$ cat src/rtl/core/sbsm_pkg.sv
`timescale 1ns / 1ps

package sbsm_pkg;

  // Bus access kinds
  typedef enum logic [1:0] {
    OP_CPU_READ  = 2'd0,
    OP_CPU_WRITE = 2'd1,
    OP_PPU_READ  = 2'd2,
    OP_PPU_WRITE = 2'd3
  } sbsm_op_e;

  // Target of a completed serial load, picked by address bits 14..13
  typedef enum logic [1:0] {
    SEL_CONTROL  = 2'd0,
    SEL_CHR_LOW  = 2'd1,
    SEL_CHR_HIGH = 2'd2,
    SEL_PRG      = 2'd3
  } sbsm_reg_sel_e;

  // Mirroring codes
  localparam logic [1:0] MIRROR_SINGLE_LOW = 2'd0;

  localparam int unsigned CountWidth  = 6;
  localparam int unsigned AddrWidth   = 16;
  localparam int unsigned MappedWidth = 19;

  localparam logic [CountWidth-1:0] PrgCountReset  = 6'd16;
  localparam logic [4:0]            ShiftEmpty     = 5'h10;
  localparam logic [4:0]            ControlReset   = 5'h1C;
  localparam logic [4:0]            ControlPrgMode = 5'h0C;

  typedef struct packed {
    sbsm_op_e               opcode;
    logic [AddrWidth-1:0]   address;
    logic [7:0]             write_data;
  } sbsm_in_t;

  typedef struct packed {
    logic                   hit;
    logic [MappedWidth-1:0] mapped_address;
    logic [1:0]             mirror_mode;
  } sbsm_out_t;

  // Banking state seen by the translation logic
  typedef struct packed {
    logic [CountWidth-1:0] prg_bank_count;
    logic [4:0]            control;
    logic [3:0]            prg_bank_sel;
    logic [4:0]            chr_low_bank;
    logic [4:0]            chr_high_bank;
  } sbsm_state_t;

endpackage

$ cat src/rtl/core/sbsm_regs.sv
`timescale 1ns / 1ps

// Serial load register and bank registers.
module sbsm_regs (
  input  logic                   clk_i,
  input  logic                   rst_ni,
  input  logic                   fire_i,
  input  sbsm_pkg::sbsm_in_t     item_i,
  input  logic                   cfg_we_i,
  input  logic [5:0]             cfg_wdata_i,
  output sbsm_pkg::sbsm_state_t  state_o,
  output logic [1:0]             mirror_next_o
);

  logic [5:0] prg_count_q;
  logic [4:0] load_shift_q, load_shift_d;
  logic [4:0] control_q, control_d;
  logic [3:0] prg_sel_q, prg_sel_d;
  logic [4:0] chr_low_q, chr_low_d;
  logic [4:0] chr_high_q, chr_high_d;
  logic [1:0] mirror_q, mirror_d;

  logic       serial_wr;
  logic [4:0] shifted;

  assign serial_wr = fire_i && (item_i.opcode == sbsm_pkg::OP_CPU_WRITE)
                     && item_i.address[15];
  assign shifted   = {item_i.write_data[0], load_shift_q[4:1]};

  always_comb begin
    load_shift_d = load_shift_q;
    control_d    = control_q;
    prg_sel_d    = prg_sel_q;
    chr_low_d    = chr_low_q;
    chr_high_d   = chr_high_q;
    mirror_d     = mirror_q;
    if (serial_wr) begin
      if (item_i.write_data[7]) begin
        load_shift_d = sbsm_pkg::ShiftEmpty;
        control_d    = control_q | sbsm_pkg::ControlPrgMode;
      end else if (!load_shift_q[0]) begin
        load_shift_d = shifted;
      end else begin
        // fifth bit: value complete
        load_shift_d = sbsm_pkg::ShiftEmpty;
        case (sbsm_pkg::sbsm_reg_sel_e'(item_i.address[14:13]))
          sbsm_pkg::SEL_CONTROL: begin
            control_d = shifted;
            mirror_d  = shifted[1:0];
          end
          sbsm_pkg::SEL_CHR_LOW:  chr_low_d  = shifted;
          sbsm_pkg::SEL_CHR_HIGH: chr_high_d = shifted;
          sbsm_pkg::SEL_PRG:      prg_sel_d  = shifted[3:0];
          default:                prg_sel_d  = prg_sel_q;
        endcase
      end
    end
  end

  always_ff @(posedge clk_i or negedge rst_ni) begin
    if (!rst_ni) begin
      prg_count_q  <= sbsm_pkg::PrgCountReset;
      load_shift_q <= sbsm_pkg::ShiftEmpty;
      control_q    <= sbsm_pkg::ControlReset;
      prg_sel_q    <= '0;
      chr_low_q    <= '0;
      chr_high_q   <= '0;
      mirror_q     <= sbsm_pkg::MIRROR_SINGLE_LOW;
    end else begin
      if (cfg_we_i) begin
        prg_count_q <= cfg_wdata_i;
      end
      load_shift_q <= load_shift_d;
      control_q    <= control_d;
      prg_sel_q    <= prg_sel_d;
      chr_low_q    <= chr_low_d;
      chr_high_q   <= chr_high_d;
      mirror_q     <= mirror_d;
    end
  end

  assign state_o.prg_bank_count = prg_count_q;
  assign state_o.control        = control_q;
  assign state_o.prg_bank_sel   = prg_sel_q;
  assign state_o.chr_low_bank   = chr_low_q;
  assign state_o.chr_high_bank  = chr_high_q;
  assign mirror_next_o          = mirror_d;

  // marker bit never lost
  a_marker_present: assert property (@(posedge clk_i) disable iff (!rst_ni)
    load_shift_q != 5'd0)
    else $error("serial load register lost its marker bit");

  a_reset_write: assert property (@(posedge clk_i) disable iff (!rst_ni)
    serial_wr && item_i.write_data[7]
    |=> load_shift_q == sbsm_pkg::ShiftEmpty && control_q[3:2] == 2'b11)
    else $error("reset write did not clear the load and force PRG mode");

  a_no_write_no_change: assert property (@(posedge clk_i) disable iff (!rst_ni)
    !serial_wr |=> $stable(load_shift_q) && $stable(control_q) && $stable(prg_sel_q)
                   && $stable(chr_low_q) && $stable(chr_high_q))
    else $error("bank state changed without a mapper write");

endmodule

$ cat src/rtl/core/sbsm_xlate.sv
`timescale 1ns / 1ps

// Address translation for one access.
module sbsm_xlate (
  input  sbsm_pkg::sbsm_in_t     item_i,
  input  sbsm_pkg::sbsm_state_t  state_i,
  input  logic [1:0]             mirror_i,
  output sbsm_pkg::sbsm_out_t    result_o
);

  logic [18:0] prg_addr;
  logic [18:0] chr_addr;
  logic [5:0]  last_bank;

  assign last_bank = state_i.prg_bank_count - 6'd1;

  always_comb begin
    if (state_i.control[3]) begin
      if (item_i.address[15:14] != 2'b11) begin
        prg_addr = {1'b0, state_i.prg_bank_sel, item_i.address[13:0]};
      end else begin
        // upper window fixed to the last bank, wraps in 512K
        prg_addr = {last_bank[4:0], item_i.address[13:0]};
      end
    end else begin
      prg_addr = {1'b0, state_i.prg_bank_sel[3:1], item_i.address[14:0]};
    end
  end

  always_comb begin
    if (state_i.control[4]) begin
      if (!item_i.address[12]) begin
        chr_addr = {2'b00, state_i.chr_low_bank, item_i.address[11:0]};
      end else begin
        chr_addr = {2'b00, state_i.chr_high_bank, item_i.address[11:0]};
      end
    end else begin
      chr_addr = {2'b00, state_i.chr_low_bank[4:1], item_i.address[12:0]};
    end
  end

  always_comb begin
    result_o.hit            = 1'b0;
    result_o.mapped_address = '0;
    result_o.mirror_mode    = mirror_i;
    case (item_i.opcode)
      sbsm_pkg::OP_CPU_READ: begin
        if (item_i.address[15]) begin
          result_o.hit            = 1'b1;
          result_o.mapped_address = prg_addr;
        end
      end
      sbsm_pkg::OP_CPU_WRITE: begin
        result_o.hit = 1'b0;
      end
      sbsm_pkg::OP_PPU_READ, sbsm_pkg::OP_PPU_WRITE: begin
        if (item_i.address[15:13] == 3'b000) begin
          result_o.hit            = 1'b1;
          result_o.mapped_address = chr_addr;
        end
      end
      default: begin
        result_o.hit = 1'b0;
      end
    endcase
  end

endmodule

$ cat src/rtl/core/serial_bank_switch_mapper_unit.sv
`timescale 1ns / 1ps

// Cartridge bank-switch mapper. Each item is one bus access (CPU read or write,
// PPU read or write) and yields one result item: hit flag, 19-bit cartridge
// address and the mirroring mode in force after that access. CPU writes at
// 0x8000 and up feed the 5-bit serial load register; bit 7 of the data aborts
// the load and forces 16K PRG mode. The block takes one item every cycle unless
// stalled; each item passes through the input register and then the result
// register, with the bank register update and the translation between them.
// Stall on the result side backs up through the two registers, so up to
// two items can be in flight. prg_bank_count is written through
// cfg_we_i/cfg_wdata_i, by the user only while idle; the block does not check.
module serial_bank_switch_mapper_unit (
  input  logic                 clk_i,
  input  logic                 rst_ni,
  input  logic                 in_valid_i,
  output logic                 in_stall_o,
  input  sbsm_pkg::sbsm_in_t   in_item_i,
  output logic                 out_valid_o,
  input  logic                 out_stall_i,
  output sbsm_pkg::sbsm_out_t  out_item_o,
  input  logic                 cfg_we_i,
  input  logic [5:0]           cfg_wdata_i
);

  // input register
  logic               s1_valid_q;
  sbsm_pkg::sbsm_in_t s1_q;
  // result register
  logic                out_valid_q;
  sbsm_pkg::sbsm_out_t out_q;

  logic                  out_free;
  logic                  s1_fire;
  logic                  in_fire;
  sbsm_pkg::sbsm_state_t state;
  logic [1:0]            mirror_next;
  sbsm_pkg::sbsm_out_t   result;

  assign out_free   = !out_valid_q || !out_stall_i;
  assign s1_fire    = s1_valid_q && out_free;
  assign in_stall_o = s1_valid_q && !out_free;
  assign in_fire    = in_valid_i && !in_stall_o;

  always_ff @(posedge clk_i or negedge rst_ni) begin
    if (!rst_ni) begin
      s1_valid_q  <= 1'b0;
      out_valid_q <= 1'b0;
    end else begin
      if (!in_stall_o) begin
        s1_valid_q <= in_valid_i;
      end
      if (out_free) begin
        out_valid_q <= s1_valid_q;
      end
    end
  end

  always_ff @(posedge clk_i) begin
    if (in_fire) begin
      s1_q <= in_item_i;
    end
    if (s1_fire) begin
      out_q <= result;
    end
  end

  // bank state advances exactly when the item leaves the input register
  sbsm_regs u_regs (
    .clk_i        (clk_i),
    .rst_ni       (rst_ni),
    .fire_i       (s1_fire),
    .item_i       (s1_q),
    .cfg_we_i     (cfg_we_i),
    .cfg_wdata_i  (cfg_wdata_i),
    .state_o      (state),
    .mirror_next_o(mirror_next)
  );

  sbsm_xlate u_xlate (
    .item_i  (s1_q),
    .state_i (state),
    .mirror_i(mirror_next),
    .result_o(result)
  );

  assign out_valid_o = out_valid_q;
  assign out_item_o  = out_q;

  a_miss_zero: assert property (@(posedge clk_i) disable iff (!rst_ni)
    out_valid_q && !out_q.hit |-> out_q.mapped_address == '0)
    else $error("miss carries a non-zero mapped address");

  a_s1_hold: assert property (@(posedge clk_i) disable iff (!rst_ni)
    s1_valid_q && !out_free |=> s1_valid_q && $stable(s1_q))
    else $error("held item in input register was lost or overwritten");

endmodule

$ cat config.mk
export PLATFORM = sky130hd
export DESIGN_NAME = serial_bank_switch_mapper_unit
export DESIGN_NICKNAME = d
export VERILOG_FILES = /design/src/rtl/core/sbsm_pkg.sv /design/src/rtl/core/sbsm_regs.sv /design/src/rtl/core/sbsm_xlate.sv /design/src/rtl/core/serial_bank_switch_mapper_unit.sv
export SDC_FILE = /design/constraint.sdc
export NUM_CORES = 1
export LEC_CHECK = 0
export BUFFER_PORTS_ARGS = -buffer_cell sky130_fd_sc_hd__buf_4
export CAP_MARGIN = 25
export CORE_ASPECT_RATIO = 1.2
export CORE_MARGIN = 1.5
export CORE_UTILIZATION = 40
export CTS_CLUSTER_SIZE = 40
export DETAILED_ROUTE_END_ITERATION = 6
export MAX_ROUTING_LAYER = met4
export PLACE_DENSITY = 0.71
export REMOVE_ABC_BUFFERS = 1
export SLEW_MARGIN = 20
export SYNTH_ARGS = -nofsm -noshare
export SYNTH_HDL_FRONTEND = slang
export SYNTH_SLANG_ARGS = --single-unit
$ cat constraint.sdc
create_clock -name clk_i -period 5.1 [get_ports clk_i]
set_input_delay 0.765 -clock clk_i [delete_from_list [all_inputs] [get_ports clk_i]]
set_output_delay 0.765 -clock clk_i [all_outputs]
set_load 0.02 [all_outputs]
==> results.yml, run 1 <==
critical_path:
  cp_max_fo: 11
  critical_path_arrival_ns: 2.21
  cp-start-kind: "register"
  critical_path_required_ns: 5.32
  worstSetupPathType: "register to register"
  crit_path_end_kind: "register"
finish:
  diodes: 0
  postLayoutCoreUtil_pct: 52.7
  nets: 290
  final_area_um2: 3660
  layoutNonFillerInstCount: 344
  syn_to_final_growth_pct: 26.1
  layout-drive-gt1-share_pct: 38.9
sta:
  maxSlewHeadroom_pct: 39.7
  number_of_hold_violations_in_the_final_report: 0
  fin_tns_setup_ns: 0
  final_max_slew_viol_count: 0
  grt_setup_unrepaired: "false"
  achievable-frequency_mhz: 503
  worst_pin_slew_ns: 0.904
  fin_crit_sh_pct: 39.0
  final.min_clock_period_ns: 1.99
  finalSetupViolCount: 0
  maximum_clock_skew_at_final_layout_ns: 0.00812
floorplanning:
  placeableCoreArea_um2: 6940
  dieArea_um2: 7780
  die_w_um: 80.8
  ios: 61
  start_util_pct: 41.8
  rows: 33
  die_y_um: 96.3
clock_tree:
  cts_root_buf: "clkbuf_8"
  cts.hold.buffers_added: 0
  cts_resized: 0
  cts_post_setup_buffers_inserted: 0
  max-clock-path-buffers: 2
  cts.sinks: 72
  clkLatencyLatePin_ns: 0.34
  cts_inserted_buffers: 9
  worst_setup_hold_path_clk_slew_ns: 0.08
  tritoncts: "done"
  cts.htree.levels: 3
global_route:
  global_route_wire_length_before_repair_mm: 7.77
  overflow_left_after_global_routing: 0
  antenna_found_initial: 0
  global_route_met2_utilization_pct: 23.3
  grt_max_degree: 31
  globalRouteMet3Util_pct: 3.98
  groute.usage.overall_pct: 14.4
  first_global_vias: 1673
  gr-usage-met1_pct: 15.8
  grt.busiest_layer: "met2"
synthesis:
  synth-main-ff-cell: "edfxtp_1"
  avgSynthCellArea_um2: 15.1
  synthCells: 192
  ys_seq_area_share_pct: 69.5
  synth_enable_flop_cells: 42
  ys_seq_elements: 72
  async_flop_share_pct: 41.7
  yosys_warnings: 0
  syn_area_um2: 2900
  yosysUniqueCellTypes: 39
power_and_ir_drop:
  design_power_total_mw: 1.46
  vdd_ir_drop_max_mv: 0.217
  power.density_cell_area_nw_per_um2: 399
  power.leakage_nw: 1.58
placed_design:
  routabilityCongestion: 0.793
  port-buffer-count: 53
  place_inst: 328
  place_hpwl_mm: 3.54
  cell_area_after_placement_um2: 3390
detailed_routing:
  vias_per_cell: 4.96
  drcViolationCount: 0
  post_drt_wl_per_cell_um: 14.5
  wl_mm: 4.99
  final_antenna_net_count: 0
  drt-initial-drc-count: 70
  drt-pass1-iter-count: 4
  detailroute.via_count: 1707
job:
  max_cap_viol_count: 0
status:
  result_of_the_run: "finished clean"
hold_path:
  worst_hold_path_type: "input port to async pin"
==> layout by cell type (no fill, tap or decap), types with 3 or more instances in the layout <==
cell and instances:
and2_1 3, nand4_4 3, nor2_1 5, a21oi_1 4, inv_1 10, nand4_1 6, buf_4 54, clkbuf_8 9
bufinv_16 4, dfstp_2 4, mux2i_1 5, o21ai_0 11, nor2b_1 12, nor3_1 3, nand2_1 7, mux2_2 20
edfxtp_1 42, dfrtp_1 26
==> path summary, 6_finish.rpt <==
path	cells past startpoint	startpoint	to	slack, ns
worst min register to register	1	s1_valid_q$_DFFE_PN0N_	out_valid_o$_DFFE_PN0N_	0.49
worst max register to register	3	s1_q[25]$_DFFE_PP_	u_regs.chr_low_q[2]$_DFFE_PN0P_	3.11
min in group clk_i	1	s1_valid_q$_DFFE_PN0N_	out_valid_o$_DFFE_PN0N_	0.49
worst max-delay path	3	s1_q[25]$_DFFE_PP_	u_regs.chr_low_q[2]$_DFFE_PN0P_	3.11
max in group asynchronous	1	rst_ni	u_regs.control_q[4]$_DFFE_PN1P_	4.44
worst min-delay path	1	rst_ni	u_regs.prg_count_q[1]$_DFFE_PN0P_	0.34
==> state kept, by name, indices dropped and copies added, names as in the netlist, 2 cells and up <==
register and count:
u_regs.chr_low_q 5, s1_q 20, out_item_o 22, u_regs.control_q 2, u_regs.mirror_q 2, u_regs.chr_high_q 5
u_regs.prg_sel_q 4, u_regs.prg_count_q 5, u_regs.load_shift_q 5
==> cells in the mapped netlist (2+ instances only) <==
library cell | n | share of area (%)
edfxtp_1 | 42 | 43
dfrtp_1 | 26 | 22
mux2_2 | 20 | 7.8
nor2b_1 | 12 | 2.6
o21ai_0 | 11 | 1.9
inv_1 | 10 | 1.3
nand2_1 | 7 | 0.91
nand4_1 | 6 | 1.3
mux2i_1 | 5 | 1.7
nor2_1 | 5 | 0.65
a21oi_1 | 4 | 0.69
dfstp_2 | 4 | 3.6
and2_1 | 3 | 0.65
nand4_4 | 3 | 2.2
nor3_1 | 3 | 0.52
a21o_1 | 2 | 0.52
and2b_1 | 2 | 0.52
clkbuf_1 | 2 | 0.26
nand3_1 | 2 | 0.34
nor3b_1 | 2 | 0.52
o22ai_1 | 2 | 0.43
xnor2_1 | 2 | 0.60
==> area by class of cell <==
cell class | count | area (µm²)
multi-input combinational | 105 | 823
fill | 595 | 3280
sequential | 72 | 2020
clock buffer | 9 | 124
clock inverter | 7 | 143
tap | 87 | 109
timing repair buffer | 54 | 405
inverter | 10 | 37.5
==> cell families (layout without fill, tap and decap cells) <==
family                   count (synthesis)  after routing  share of synthesized area [%]
flip-flops                              72             72                           69.5
AND/OR/NAND/NOR                         52             52                           12.2
multiplexers                            25             25                           9.49
AO/OA/AOI/OAI                           24             24                           5.09
buffers and inverters                   15             80                           2.37
XOR/XNOR                                 3              3                          0.906
adder cells (fa/ha/maj)                  1              1                          0.431
==> power breakdown <==
part           leakage, nW  internal [mW]  switching [mW]
Clock                0.134          0.376           0.208
Combinational        0.649         0.0703          0.0813
Sequential           0.794          0.682          0.0424
Total                 1.58           1.13           0.331
==> worst max-delay path, stage by stage, from the launching register on <==
cell      delay, ns
edfxtp_1       0.48
and3b_1        0.61
nand4_1        0.40
mux2_2         0.37
==> metal layers <==
| metal | wire [µm] | vias up |
|---|---|---|
| met5 | 0 | - |
| met4 | 131 | 0 |
| met3 | 201 | 10 |
| met2 | 2620 | 40 |
| met1 | 2040 | 832 |
| li1 | - | 825 |
==> stage by stage <==
stage	hold WS [ns]	worst slack, ns
floorplan	0.443	2.34
global placement	0.458	2.97
detailed placement	0.476	2.93
CTS	0.340	3.12
global route	0.363	3.02
finish	0.342	3.11
No activity file was read; power rests on OpenSTA's default activity.
==> run 2: changes to the inputs <==
==> constraint.sdc (replaced) <==
create_clock -name clk_i -period 2 [get_ports clk_i]
set_input_delay 0.3 -clock clk_i [delete_from_list [all_inputs] [get_ports clk_i]]
set_output_delay 0.3 -clock clk_i [all_outputs]
set_load 0.02 [all_outputs]
==> run 2 against run 1 <==
First-iteration DRC count rose by 29%. Cell area fell by 0.41%. Count of clock-buffer cells in the layout rose by 2. Total power rose by 130%. Flip-flop and latch count did not move. Die area did not move. Clock power rose by 100%. Non-clock buffer count rose by 6. Global-route usage rose by 0.27 points. Critical path depth did not move. Worst setup slack got worse by 2.9 ns. Critical path type unchanged. Critical endpoint is now out_item_o[9]$_DFFE_PN_. Largest power group unchanged.
==> results.yml, run 2 (same netlist as run 1, synthesis figures left out) <==
status:
  result_of_the_run: "finished clean"
finish:
  most_frequent_cells_in_the_layout: "59 x buf_4, 42 x edfxtp_1, 26 x dfrtp_1"
  layout-drive-gt1-share_pct: 38.4
  syn_to_final_growth_pct: 25.6
  final_area_um2: 3640
  nets: 296
  number_of_flip_flops_in_the_largest_register: 22
  n_fill_cell: 596
  most_frequent_standard_cell_in_the_layout_excluding_fill_and_tap_cells: "buf_4"
  diodes: 0
  layoutNonFillerInstCount: 350
hold_path:
  worst_hold_path_type: "input port to register"
  min_delay_worst_endpoint: "s1_q[24]$_DFFE_PP_"
  hold_path.startpoint: "in_item_i[24]"
  min_path_cells: 1
power_and_ir_drop:
  pwr-share-seq_pct: 53.9
  power.leakage_nw: 1.58
  net_switching_power_of_the_design_mw: 0.801
  power.density_cell_area_nw_per_um2: 939
  vdd_ir_drop_max_mv: 0.554
  clockPowerShare_pct: 34.5
  combinationalPowerShare_pct: 11.6
  power.internal_mw: 2.62
  switching_share_pct: 23.4
detailed_routing:
  drt-pass1-iter-count: 4
  final_antenna_net_count: 0
  detailroute.via_count: 1738
  wl_mm: 4.99
  vias_per_cell: 4.97
  post_drt_wl_per_cell_um: 14.3
  drt-initial-drc-count: 90
  drcViolationCount: 0
critical_path:
  crit_path_end_kind: "register"
  critical_path_required_ns: 2.10
  ff2ff_path_depth: 3
  critical_path_arrival_ns: 1.90
  setup.reg_to_reg.worst_slack_ns: 0.20
  highest_cell_delay_on_the_worst_timing_path_ns: 0.61
  cp_num_buf_inv: 0
  worstSetupPathType: "register to register"
  crit_path_top_delay_cell: "nor2_1"
  chain_of_cells_forming_the_critical_path: "nor4b_1, nor2_1, and2b_1"
  cp_max_fo: 13
  timing.critical_path.max_delay_family: "simple AND/OR/NAND/NOR gates"
  worst_r2r_endpoint: "out_item_o[9]$_DFFE_PN_"
  cp-start-kind: "register"
  reg2reg_from: "s1_q[22]$_DFFE_PP_"
global_route:
  first_global_vias: 1698
  groute.usage.overall_pct: 14.7
  grt_max_degree: 31
  antenna_found_initial: 0
  global_route_wire_length_before_repair_mm: 7.89
  overflow_left_after_global_routing: 0
clock_tree:
  clkLatencyLatePin_ns: 0.34
  cts_inserted_buffers: 9
  cts.htree.levels: 3
  worst_setup_hold_path_clk_slew_ns: 0.08
  cts_root_buf: "clkbuf_8"
  tritoncts: "done"
  max-clock-path-buffers: 2
  cts.sinks: 72
  cts_resized: 0
floorplanning:
  start_util_pct: 41.8
  die_y_um: 96.3
  die_w_um: 80.8
  rows: 33
  dieArea_um2: 7780
  placeableCoreArea_um2: 6940
  ios: 61
sta:
  fin_crit_sh_pct: 90.0
  final_max_slew_viol_count: 0
  achievable-frequency_mhz: 556
  fin_worst_hold_slack_ns: 0.129
  fin_tns_setup_ns: 0
  maximum_clock_skew_at_final_layout_ns: 0.0125
  grt_setup_unrepaired: "false"
  number_of_hold_violations_in_the_final_report: 0
  worst_pin_slew_ns: 0.765
  maxSlewHeadroom_pct: 48.8
  final.min_clock_period_ns: 1.80
  finalSetupViolCount: 0
placed_design:
  port-buffer-count: 53
  routabilityCongestion: 0.774
  place_hpwl_mm: 3.51
  cell_area_after_placement_um2: 3430
  place_inst: 333
job:
  max_cap_viol_count: 0
-- run 2: cell count changes in the layout (fill, tap and decap cells not counted), sizes merged --
cell	change
inv	-1
dlygate4sd3	+1
clkinv	+1
buf	+5
clkbuf	+2
bufinv	-2
-- run 2: power by group through the flow --
stage	Sequential [mW]	Combinational, mW	Clock [mW]
floorplan	1.89	0.185	0
CTS	1.85	0.402	1.21
global route	1.86	0.433	1.27
finish	1.84	0.396	1.18
global placement	1.87	0.386	0
detailed placement	1.87	0.398	0
-- run 2: what timing repair did --
item | CTS | global route
hold endpoints to repair | 26 | 0
setup buffers | 0 | 0
hold buffers | 1 | 0
-- run 2: worst max path at each step --
stage	end	cells after the start	from
after detailed placement	out_item_o[9]$_DFFE_PN_	3	s1_q[22]$_DFFE_PP_
after floorplan	u_regs.chr_low_q[0]$_DFFE_PN0P_	3	out_valid_o$_DFFE_PN0N_
after global placement	out_item_o[9]$_DFFE_PN_	3	s1_q[22]$_DFFE_PP_
after CTS	out_item_o[9]$_DFFE_PN_	3	s1_q[22]$_DFFE_PP_
after global routing	out_item_o[9]$_DFFE_PN_	3	s1_q[22]$_DFFE_PP_
final	out_item_o[9]$_DFFE_PN_	3	s1_q[22]$_DFFE_PP_
-- run 2: cell type report --
| cell class | instances | area, µm² | share of cell area (%) |
|---|---|---|---|
| Sequential cell | 72 | 2020 | 55.4 |
| Multi-Input combinational cell | 105 | 823 | 22.6 |
| Timing Repair Buffer | 60 | 453 | 12.4 |
| Clock buffer | 11 | 131 | 3.61 |
| Tap cell | 87 | 109 | 2.99 |
| Clock inverter | 5 | 72.6 | 1.99 |
| Inverter | 10 | 37.5 | 1.03 |
-- run 2: metrics by stage --
| step | power (mW) | util (%) | setup WS [ns] |
|---|---|---|---|
| finish | 3.42 | 52.5 | 0.200 |
| global route | 3.57 | 52.5 | 0.0677 |
| CTS | 3.46 | 52.5 | 0.178 |
| detailed placement | 2.27 | 49.4 | 0.175 |
| global placement | 2.25 | 49.4 | 0.211 |
| floorplan | 2.07 | - | -0.449 |
-- run 2: worst reg2reg max path, stage by stage (launching register included) --
cell and delay [ns]:
edfxtp_1 0.57, nor4b_1 0.14, nor2_1 0.61, and2b_1 0.26
-- run 2: metal layers --
layer,track usage (%),routed length [µm],part of all wire (%),vias to the layer above
met5,-,0,0,-
met2,25.2,2650,53,40
met4,6.47,58,1.2,0
met1,15.0,2030,41,854
li1,-,-,-,838
met3,5.50,252,5.1,6
